$ cat src/sv/smt_pkg.sv
// Shared types, codes and the angle lookup for the servo move timer.
// No dependencies; every other file imports this package.
package smt_pkg;

  // Item kinds
  typedef enum logic {
    KIND_TICK = 1'b0,
    KIND_MOVE = 1'b1
  } smt_kind_t;

  // Position codes; codes above POS_USER are stored but map to angle 0
  localparam logic [2:0] POS_OPEN = 3'd0;
  localparam logic [2:0] POS_GRIP = 3'd1;
  localparam logic [2:0] POS_TRIM = 3'd2;
  localparam logic [2:0] POS_CUT  = 3'd3;
  localparam logic [2:0] POS_USER = 3'd4;

  // Configuration register indexes
  localparam int unsigned CfgIdxW  = 3;
  localparam int unsigned CfgDataW = 16;
  localparam logic [CfgIdxW-1:0] CFG_OPEN_ANGLE    = 3'd0;
  localparam logic [CfgIdxW-1:0] CFG_GRIP_ANGLE    = 3'd1;
  localparam logic [CfgIdxW-1:0] CFG_TRIM_ANGLE    = 3'd2;
  localparam logic [CfgIdxW-1:0] CFG_CUT_ANGLE     = 3'd3;
  localparam logic [CfgIdxW-1:0] CFG_USER_ANGLE    = 3'd4;
  localparam logic [CfgIdxW-1:0] CFG_BASE_MOVE_MS  = 3'd5;
  localparam logic [CfgIdxW-1:0] CFG_MS_PER_DEGREE = 3'd6;
  localparam logic [CfgIdxW-1:0] CFG_DETACH_MS     = 3'd7;

  // Timer and idle counter width; idle count saturates at all ones
  localparam int unsigned TimerW = 17;
  localparam logic [TimerW-1:0] IDLE_MAX = '1;

  typedef struct packed {
    logic [7:0]  open_angle;
    logic [7:0]  grip_angle;
    logic [7:0]  trim_angle;
    logic [7:0]  cut_angle;
    logic [7:0]  user_angle;
    logic [15:0] base_move_ms;
    logic [7:0]  ms_per_degree;
    logic [15:0] detach_after_ms;
  } smt_cfg_t;

  typedef struct packed {
    logic       kind;
    logic [2:0] target_position;
  } smt_in_t;

  typedef struct packed {
    logic       busy_res;
    logic       attached;
    logic       write_strobe;
    logic       detach_strobe;
    logic [7:0] commanded_angle;
    logic [7:0] settled_angle;
    logic [2:0] current_position;
  } smt_out_t;

  // Configured angle of a position code
  function automatic logic [7:0] angle_of(input logic [2:0] pos, input smt_cfg_t cfg);
    logic [7:0] ang;
    unique case (pos)
      POS_OPEN: ang = cfg.open_angle;
      POS_GRIP: ang = cfg.grip_angle;
      POS_TRIM: ang = cfg.trim_angle;
      POS_CUT:  ang = cfg.cut_angle;
      POS_USER: ang = cfg.user_angle;
      default:  ang = 8'd0;
    endcase
    return ang;
  endfunction

endpackage

$ cat src/sv/smt_cfg.sv
// Configuration register file for the servo move timer.
// Depends on smt_pkg for register indexes and the smt_cfg_t bundle.
module smt_cfg
  import smt_pkg::*;
(
  input  logic                clk,
  input  logic                rst,
  input  logic                cfg_wr_en,
  input  logic [CfgIdxW-1:0]  cfg_index,
  input  logic [CfgDataW-1:0] cfg_wdata,
  output smt_cfg_t            cfg
);

  // Write one register per enabled cycle; clear all on reset
  always_ff @(posedge clk) begin
    if (rst) begin
      cfg <= '0;
    end else if (cfg_wr_en) begin
      unique case (cfg_index)
        CFG_OPEN_ANGLE:    cfg.open_angle      <= cfg_wdata[7:0];
        CFG_GRIP_ANGLE:    cfg.grip_angle      <= cfg_wdata[7:0];
        CFG_TRIM_ANGLE:    cfg.trim_angle      <= cfg_wdata[7:0];
        CFG_CUT_ANGLE:     cfg.cut_angle       <= cfg_wdata[7:0];
        CFG_USER_ANGLE:    cfg.user_angle      <= cfg_wdata[7:0];
        CFG_BASE_MOVE_MS:  cfg.base_move_ms    <= cfg_wdata;
        CFG_MS_PER_DEGREE: cfg.ms_per_degree   <= cfg_wdata[7:0];
        CFG_DETACH_MS:     cfg.detach_after_ms <= cfg_wdata;
        default:           cfg                 <= cfg;
      endcase
    end
  end

endmodule

$ cat src/sv/smt_core.sv
// Move timer state and per-item update logic for the servo move timer.
// Depends on smt_pkg; the state advances once for each item stepped in.
module smt_core
  import smt_pkg::*;
(
  input  logic     clk,
  input  logic     rst,
  input  logic     step,
  input  smt_in_t  item,
  input  smt_cfg_t cfg,
  output smt_out_t result
);

  logic              moving,        moving_next;
  logic [TimerW-1:0] remaining_ms,  remaining_ms_next;
  logic [TimerW-1:0] idle_ms,       idle_ms_next;
  logic [2:0]        position_reg,  position_reg_next;
  logic [7:0]        settled_deg,   settled_deg_next;
  logic              attached_flag, attached_flag_next;
  logic              write_strobe,  detach_strobe;

  logic [7:0]  move_angle;
  logic [7:0]  travel;
  logic [15:0] move_product;

  // Move time: base plus per-degree cost over the distance from the settled angle
  assign move_angle   = angle_of(item.target_position, cfg);
  assign travel       = (settled_deg > move_angle) ? (settled_deg - move_angle)
                                                   : (move_angle - settled_deg);
  assign move_product = travel * cfg.ms_per_degree;

  // Next state for one item
  always_comb begin
    moving_next        = moving;
    remaining_ms_next  = remaining_ms;
    idle_ms_next       = idle_ms;
    position_reg_next  = position_reg;
    settled_deg_next   = settled_deg;
    attached_flag_next = attached_flag;
    write_strobe       = 1'b0;
    detach_strobe      = 1'b0;
    priority if (item.kind == KIND_MOVE) begin
      remaining_ms_next  = {1'b0, cfg.base_move_ms} + {1'b0, move_product};
      moving_next        = 1'b1;
      attached_flag_next = 1'b1;
      position_reg_next  = item.target_position;
      write_strobe       = 1'b1;
    end else if (moving) begin
      idle_ms_next = '0;
      if (remaining_ms == '0) begin
        moving_next      = 1'b0;
        settled_deg_next = angle_of(position_reg, cfg);
      end else begin
        remaining_ms_next = remaining_ms - 1'b1;
      end
    end else begin
      if (idle_ms != IDLE_MAX) begin
        idle_ms_next = idle_ms + 1'b1;
      end
      if (attached_flag && (position_reg == POS_OPEN) &&
          (idle_ms_next > {1'b0, cfg.detach_after_ms})) begin
        attached_flag_next = 1'b0;
        detach_strobe      = 1'b1;
      end
    end
  end

  // Result reflects the state after the update
  always_comb begin
    result.busy_res         = moving_next;
    result.attached         = attached_flag_next;
    result.write_strobe     = write_strobe;
    result.detach_strobe    = detach_strobe;
    result.commanded_angle  = angle_of(position_reg_next, cfg);
    result.settled_angle    = settled_deg_next;
    result.current_position = position_reg_next;
  end

  // Advance state on each stepped item
  always_ff @(posedge clk) begin
    if (rst) begin
      moving        <= 1'b0;
      remaining_ms  <= '0;
      idle_ms       <= '0;
      position_reg  <= POS_OPEN;
      settled_deg   <= 8'd0;
      attached_flag <= 1'b0;
    end else if (step) begin
      moving        <= moving_next;
      remaining_ms  <= remaining_ms_next;
      idle_ms       <= idle_ms_next;
      position_reg  <= position_reg_next;
      settled_deg   <= settled_deg_next;
      attached_flag <= attached_flag_next;
    end
  end

  // A moving servo is always attached
  a_moving_attached: assert property (@(posedge clk) disable iff (rst)
    moving |-> attached_flag)
    else $error("servo moving while detached");

  // A move item leaves the servo timing
  a_move_starts: assert property (@(posedge clk) disable iff (rst)
    (step && item.kind == KIND_MOVE) |=> moving)
    else $error("move item did not start the timer");

  // The tick that finds the timer at zero ends the move
  a_move_ends: assert property (@(posedge clk) disable iff (rst)
    (step && item.kind == KIND_TICK && moving && remaining_ms == '0) |=> !moving)
    else $error("expired move did not end");

  // Detach only happens on a tick while idle at the open position
  a_detach_idle: assert property (@(posedge clk) disable iff (rst)
    (step && detach_strobe) |=> (!attached_flag && !moving && position_reg == POS_OPEN))
    else $error("detach outside idle open state");

endmodule

$ cat src/sv/servo_move_timer.sv
// Servo move timer top level: input register, update logic, result register.
// Depends on smt_pkg, smt_cfg and smt_core.
// The input register takes the item at its transfer, and the result register loads
// when that item is stepped; a stalled result
// holds the input register, which then stalls the input.
// Throughput: one item per cycle unless the result stalls; the move-time multiply and
// add sit between the input register and the result register.
// Reset (synchronous rst): empties both registers, clears all config and state.
module servo_move_timer
  import smt_pkg::*;
(
  input  logic                clk,
  input  logic                rst,
  input  logic                in_valid,
  output logic                in_stall,
  input  smt_in_t             in_data,
  output logic                out_valid,
  input  logic                out_stall,
  output smt_out_t            out_data,
  input  logic                cfg_wr_en,
  input  logic [CfgIdxW-1:0]  cfg_index,
  input  logic [CfgDataW-1:0] cfg_wdata
);

  smt_cfg_t cfg;
  logic     item_vld;
  smt_in_t  item;
  logic     out_ready;
  logic     step;
  smt_out_t result;

  smt_cfg u_cfg (
    .clk       (clk),
    .rst       (rst),
    .cfg_wr_en (cfg_wr_en),
    .cfg_index (cfg_index),
    .cfg_wdata (cfg_wdata),
    .cfg       (cfg)
  );

  smt_core u_core (
    .clk    (clk),
    .rst    (rst),
    .step   (step),
    .item   (item),
    .cfg    (cfg),
    .result (result)
  );

  // Handshake: step the held item when the result register can take it
  assign out_ready = !out_valid || !out_stall;
  assign step      = item_vld && out_ready;
  assign in_stall  = item_vld && !out_ready;

  // Input register: load on a transfer, drop once stepped
  always_ff @(posedge clk) begin
    if (rst) begin
      item_vld <= 1'b0;
    end else if (!in_stall) begin
      item_vld <= in_valid;
    end
  end

  always_ff @(posedge clk) begin
    if (in_valid && !in_stall) begin
      item <= in_data;
    end
  end

  // Result register: hold while stalled
  always_ff @(posedge clk) begin
    if (rst) begin
      out_valid <= 1'b0;
    end else if (out_ready) begin
      out_valid <= step;
    end
  end

  always_ff @(posedge clk) begin
    if (step) begin
      out_data <= result;
    end
  end

endmodule

$ cat config.mk
export PLATFORM = sky130hd
export DESIGN_NAME = servo_move_timer
export DESIGN_NICKNAME = d
export VERILOG_FILES = /design/src/sv/smt_pkg.sv /design/src/sv/smt_cfg.sv /design/src/sv/smt_core.sv /design/src/sv/servo_move_timer.sv
export SDC_FILE = /design/constraint.sdc
export NUM_CORES = 1
export LEC_CHECK = 0
export BUFFER_PORTS_ARGS = -buffer_cell sky130_fd_sc_hd__buf_2
export CAP_MARGIN = 10
export CORE_MARGIN = 4
export CORE_UTILIZATION = 45
export DETAILED_ROUTE_END_ITERATION = 12
export PLACE_DENSITY = 0.64
export RECOVER_POWER = 50
export SLEW_MARGIN = 5
export SYNTH_ARGS = -nofsm -noshare
export SYNTH_HDL_FRONTEND = slang
export SYNTH_HIERARCHICAL = 1
export SYNTH_SLANG_ARGS = --single-unit
$ cat constraint.sdc
create_clock -name clk -period 9.65 [get_ports clk]
set_input_delay 1.93 -clock clk [delete_from_list [all_inputs] [get_ports clk]]
set_output_delay 1.93 -clock clk [all_outputs]
set_load 0.01 [all_outputs]
# Yosys cells after proc, flatten, opt, wreduce, memory -nomap -nowiden
# Cells that the tools add are included.
[totals]
ff_bits = 156
input_bits = 28
output_inout_bits = 25
word_cells = 105
[classes]
addsub = 5
mul = 1
n_lt_le_gt_ge = 2
n_eq_ne = 21
mux = 23
bitwise = 1
n_reduce_logical = 27
[ops]
columns = ["operator", "count"]
rows = [
  ["$pmux W8 S5", 3],
  ["$mux W17", 7],
  ["$mux W8", 4],
  ["$eq A3 B2 Y1 const B", 8],
  ["$eq A3 B3 Y1 const B", 7],
  ["$reduce_and A2 Y1", 9],
  ["$add A16 B16 Y17", 1],
  ["$add A17 B1 Y17 const B", 1],
  ["$gt A17 B16 Y1", 1],
  ["$logic_not A17 Y1", 1],
  ["$ne A17 B17 Y1 const B", 1],
  ["$sub A17 B1 Y17 const B", 1],
  ["$mul A8 B8 Y16", 1],
  ["$sub A8 B8 Y8", 2],
  ["$eq A3 B1 Y1 const B", 4],
  ["$logic_not A3 Y1", 4],
  ["$gt A8 B8 Y1", 1],
  ["$mux W1", 8],
  ["$logic_and A1 B1 Y1", 5],
  ["$logic_not A1 Y1", 4],
  ["$mux W3", 1],
  ["$reduce_and A3 Y1", 1],
  ["$ne A2 B2 Y1 const B", 1],
  ["$reduce_bool A2 Y1", 1],
  ["3 further kinds", 3],
]

# Longest topological paths before layout
[logic_depth]
depth_word = 9
depth_mapped = 33
depth_no_buf = 32

# Cells and area by module
# The synthesis kept the hierarchy.
[by_module_without_submodules]
columns = ["mod", "n_inst", "cells_per_inst", "area_each_um2", "seq_area_each_um2"]
rows = [
  ["smt_core", 1, 1024, 7825.0, 940.9],
  ["smt_cfg", 1, 297, 3254.4, 1601.5],
  ["servo_move_timer", 1, 37, 897.1, 850.8],
]

# Worst setup path before layout
# No wires, ideal clock.
[synth_timing]
path_type = "reg-to-reg"
startpoint = "register item[2] (netlist name)"
endpoint = "register u_core.remaining_ms[14]"
setup_ns = 0.134
arrival_time_ns = 7.087
t_required_ns = 9.516
setup_slack_ns = 2.430
stages_incl_launch_ff = 32
n_path_buf = 1
period_less_slack_ns = 7.220
cell_sequence = "edfxtp_1 > buf_1 > nor2b_1 > a21oi_1 > o22a_1 > inv_1 > ha_1 > inv_1 > fa_1 > a21o_1 > a221oi_2 > o21ai_1 > a221oi_4 > o21ai_0 > xor2_1 > and2_1 > fa_1 > inv_1 > fa_1 > inv_1 > fa_1 > inv_1 > fa_1 > inv_1 > ha_1 > o21a_1 > o21a_1 > and3_1 > a21oi_1 > nor2b_1 > xor2_1 > o22ai_1"
[synth_via]
elab_chain_len = 7
word_cells_on_any_way = 13
classes_between = "3 x add/sub; 1 x mul; 1 x order compare; 4 x eq/ne; 3 x mux; 1 x reduce/logical"
[synth_rtl]
columns = ["element", "line", "rtl"]
rows = [
  ["$eq A3 B3 Y1 (tied with other cells)", "smt_pkg.sv:63", "unique case (pos)"],
  ["$pmux W8 S5 (*)", "smt_pkg.sv:63", ""],
  ["$sub A8 B8 Y8 (tied with other cells)", "smt_core.sv:29", ": (move_angle - settled_deg);"],
  ["$mux W8 (*)", "smt_core.sv:28", "assign travel = (settled_deg > move_angle) ? (settled_deg - move_angle)"],
  ["$mul A8 B8 Y16 (*)", "smt_core.sv:30", "assign move_product = travel * cfg.ms_per_degree;"],
  ["$add A16 B16 Y17 (*)", "smt_core.sv:43", "remaining_ms_next = {1'b0, cfg.base_move_ms} + {1'b0, move_product};"],
  ["$mux W17 (*)", "smt_core.sv:42", "priority if (item.kind == KIND_MOVE) begin"],
  ["to (signal assigned)", "smt_core.sv:90", "remaining_ms <= remaining_ms_next;"],
  ["to (decl)", "smt_core.sv:15", "logic [TimerW-1:0] remaining_ms, remaining_ms_next;"],
]
# Mark *: on every way between the ends. The rest lies on a longest branch, timed or not.
# A chain may end at the register's enable or synchronous reset.

# Worst setup path after layout
[layout_timing]
startpoint = "register item[1] (netlist name)"
endpoint = "register u_core.remaining_ms[14]"
[layout_via]
elab_chain_len = 7
word_cells_on_any_way = 13
classes_between = "3 x add/sub; 1 x mul; 1 x order compare; 4 x eq/ne; 3 x mux; 1 x reduce/logical"
[layout_rtl]
columns = ["element", "line"]
rows = [
  ["$eq A3 B3 Y1 (tied with other cells)", "smt_pkg.sv:63"],
  ["$pmux W8 S5 (*)", "smt_pkg.sv:63"],
  ["$sub A8 B8 Y8 (tied with other cells)", "smt_core.sv:29"],
  ["$mux W8 (*)", "smt_core.sv:28"],
  ["$mul A8 B8 Y16 (*)", "smt_core.sv:30"],
  ["$add A16 B16 Y17 (*)", "smt_core.sv:43"],
  ["$mux W17 (*)", "smt_core.sv:42"],
]
# Marked as above.

==> summary.txt <==
Worst setup path class: flip-flop to flip-flop
Critical path buffer and inverter count: 4
Number of optimization iterations in the first detailed-route pass: 5
Post-Route Skew: 20.7 ps
Largest family of logic cells by synthesized area: simple AND/OR/NAND/NOR gates
Clock latency at the later pin of the worst-skew pair: 440 ps
Mux share of post-synthesis cell area: 0.124
Total power divided by cell area: 122 nW/µm²
Relative slew margins: -0.742
Top fanout value on the critical path: 17
Area of the placeable core: 26,100 µm²
Die Footprint: 29,300 µm²
Cell row count: 59
Port Buf Inserts: 52
Post-CTS setup buffers: 0
Library cell with the largest summed area after synthesis: dfxtp_1
Area Overhead vs Synth: 7.17%
Number of distinct library cells after synthesis: 81
Count of instances resized after the clock tree is built: 0
Share of synthesized flip-flops with an asynchronous set or reset: 0
Iteration-0 DRC Markers: 589
Most numerous cell on the critical path: fa_1
Remaining DRCs: 0
Layout cell share with drive strength beyond 1: 0.0754
HPWL after detailed placement: 21,400 µm
Violated checks: capacitance limit, slew limit
Post-synthesis share of cell area spent on full adders, half adders and majority gates: 0.161
Cell count after placement: 1,669
Worst hold-check path type: flip-flop to flip-flop
CP Data Arrival Time: 8490 ps
Synth warn: 6
Share of the synthesized area in compound gates (AO/OA/AOI/OAI): 0.131
Number of endpoints with negative hold slack in the final report: 0
Register clock-pin slew on the reported worst setup and hold paths: 70 ps
Initial Util: 0.458
Aggregate routed wire length: 29,400 µm
Setup repair after global routing missed its margin: no
Residual antenna-violating net count after detailed routing: 0
TritonCTS clock tree: built
Category of cells accounting for the largest share of critical-path delay: adder cells
IR drop worst, VDD: 0.0940 mV
Post-synth top cells: inv_1 (145), dfxtp_1 (129), mux2i_1 (122), nand2b_1 (105), nor2_1 (91)
Vias in the first global route: 9,341
Register containing the most flip-flops in the final layout: u_cfg/cfg
Instance area at placement: 12,300 µm²
Average routed wire per standard cell: 17.3 µm
Final period util: 0.849
CTS root buf: clkbuf_16
Number of max-slew violations in the final report: 144
Hold-fix buffer count after cts: 0
Main flop type after synthesis: dfxtp_1
Kind of end point of the critical path: flip-flop
Summed instance area of the synthesized netlist: 12,000 µm²
Maximum clock insertion buffer count: 2
GRT Resource Usage Total: 0.207
Die height: 171 µm
Drt via density: 5.57
Num ports: 53
Result of the run: finished, violations left
Number of clock sinks: 156
Critical Path Max Stage Delay: 810 ps
H-Tree Depth: 4
CP startpoint kind: flip-flop
Post-layout instance count excluding filler cells: 1,701
Number of flops mapped to enable cells by yosys: 27
Master of the slowest instance on the critical path: edfxtp_1
Sum Neg Setup Slack: 0 ps
Initial antenna violation count: 0
Number of synthesized register bits: 156
Wire length of the first global-routing pass: 48,700 µm
Xor-xnor portion of the synthesized cell area: 0.0211
Top-area cell type share of the netlist area: 0.216
Area of all placed cells without fillers: 12,800 µm²
Largest cells by area after synthesis: dfxtp_1 (22%), mux2i_1 (10%), fa_1 (8.9%)
Post-synthesis area per instance: 8.82 µm²
Required time of the critical path: 9940 ps
Overflow after GRT: 0
Register area share after synthesis: 0.283
Net count after synthesis: 1,508
Antenna diode count: 0
Basic-gate share of the synthesized area counting and, or, nand and nor cells: 0.201
Max cap viols: 3
Total of endpoints with negative setup slack in the final report: 0
Pin slew with the least headroom to its limit: 2610 ps
Worst hold slack: 472 ps
Fmax: 122 MHz
Width of the chip: 171 µm
Lkg Pwr: 5.68 nW
Cell with the most instances after synthesis: inv_1
Maximum number of pins on one net before global-route repair: 78
Synthesized instance count: 1,358
Final period demand of the worst path: 8200 ps
Vias post-DR: 9,472
Placer Congestion: 0.920
Final-stage net count: 1,503
Flip-flop count of the largest register after layout: 80
Clock buffer count from CTS: 17
Biggest registers after layout: u_cfg/cfg x80, out_data x23
-- cell type report --
type	count	area, µm²
tap	335	419
inverter	146	548
clock buffer	17	425
multi-input combinational	973	7630
timing repair buffer	59	270
fill	2527	13300
sequential	156	3390
clock inverter	15	150
-- metrics by stage --
step,setup slack [ps],power (mW),util
global placement,1730,0.920,0.471
global route,932,1.64,0.491
floorplan,2430,0.868,-
CTS,1540,1.58,0.493
detailed placement,1600,0.922,0.471
finish,1450,1.57,0.491
-- final timing paths --
check	from	end	slack, ps	cells past startpoint
max	item[1]	u_core/remaining_ms[14]	1450	28
min	u_cfg/cfg[39]	u_cfg/cfg[39]	470	2
max reg2reg	item[1]	u_core/remaining_ms[14]	1450	28
min reg2reg	u_cfg/cfg[39]	u_cfg/cfg[39]	470	2
-- layer usage --
metal,track usage,wire length (µm),vias to the layer above
li1,-,-,4618
met3,0.0287,1210,45
met2,0.328,13400,233
met5,0,0,-
met4,0.0596,637,0
met1,0.295,14100,4576
-- power by group --
part	switching (mW)	internal [mW]
combinational	0.127	0.0783
clock	0.315	0.345
sequential	0.0237	0.680
total	0.466	1.10
-- cell families (layout without fill, tap and decap cells) --
family	Yosys count	after routing
flip-flops	156	156
buffers and inverters	229	237
AND/OR/NAND/NOR	443	443
XOR/XNOR	28	28
AO/OA/AOI/OAI	239	239
multiplexers	141	141
adder cells (fa/ha/maj)	122	122
-- layout by cell type, fill, tap and decap left out, types with 5 or more instances in the layout --
cell type / count
and2_1: 42
o22ai_1: 21
and3_1: 10
a22oi_1: 6
o21ai_0: 27
nand3_1: 18
inv_1: 145
a21o_1: 18
a31oi_1: 18
nor3_1: 20
fa_1: 53
buf_2: 27
nand4b_1: 5
o21a_1: 7
and3_2: 5
ha_1: 69
a211oi_1: 9
nor2_1: 91
clkbuf_16: 17
xor2_1: 10
o22a_1: 7
nor2b_1: 19
mux2i_1: 122
a21oi_1: 81
nand4_1: 8
a211o_1: 6
inv_8: 5
mux2_2: 13
xnor2_1: 17
nand2_1: 79
nand2b_1: 105
clkbuf_1: 28
dfxtp_1: 129
edfxtp_1: 27
or3_1: 12
-- worst reg2reg max path, delay by kind of cell (launching register included) --
| family | cells | cell delay [ps] |
|---|---|---|
| AO/OA/AOI/OAI | 11 | 2400 |
| XOR/XNOR | 2 | 660 |
| adder cells (fa/ha/maj) | 7 | 2950 |
| buffers and inverters | 4 | 210 |
| flip-flops | 1 | 810 |
| AND/OR/NAND/NOR | 4 | 1040 |
Power figures use the tool's default switching activity.
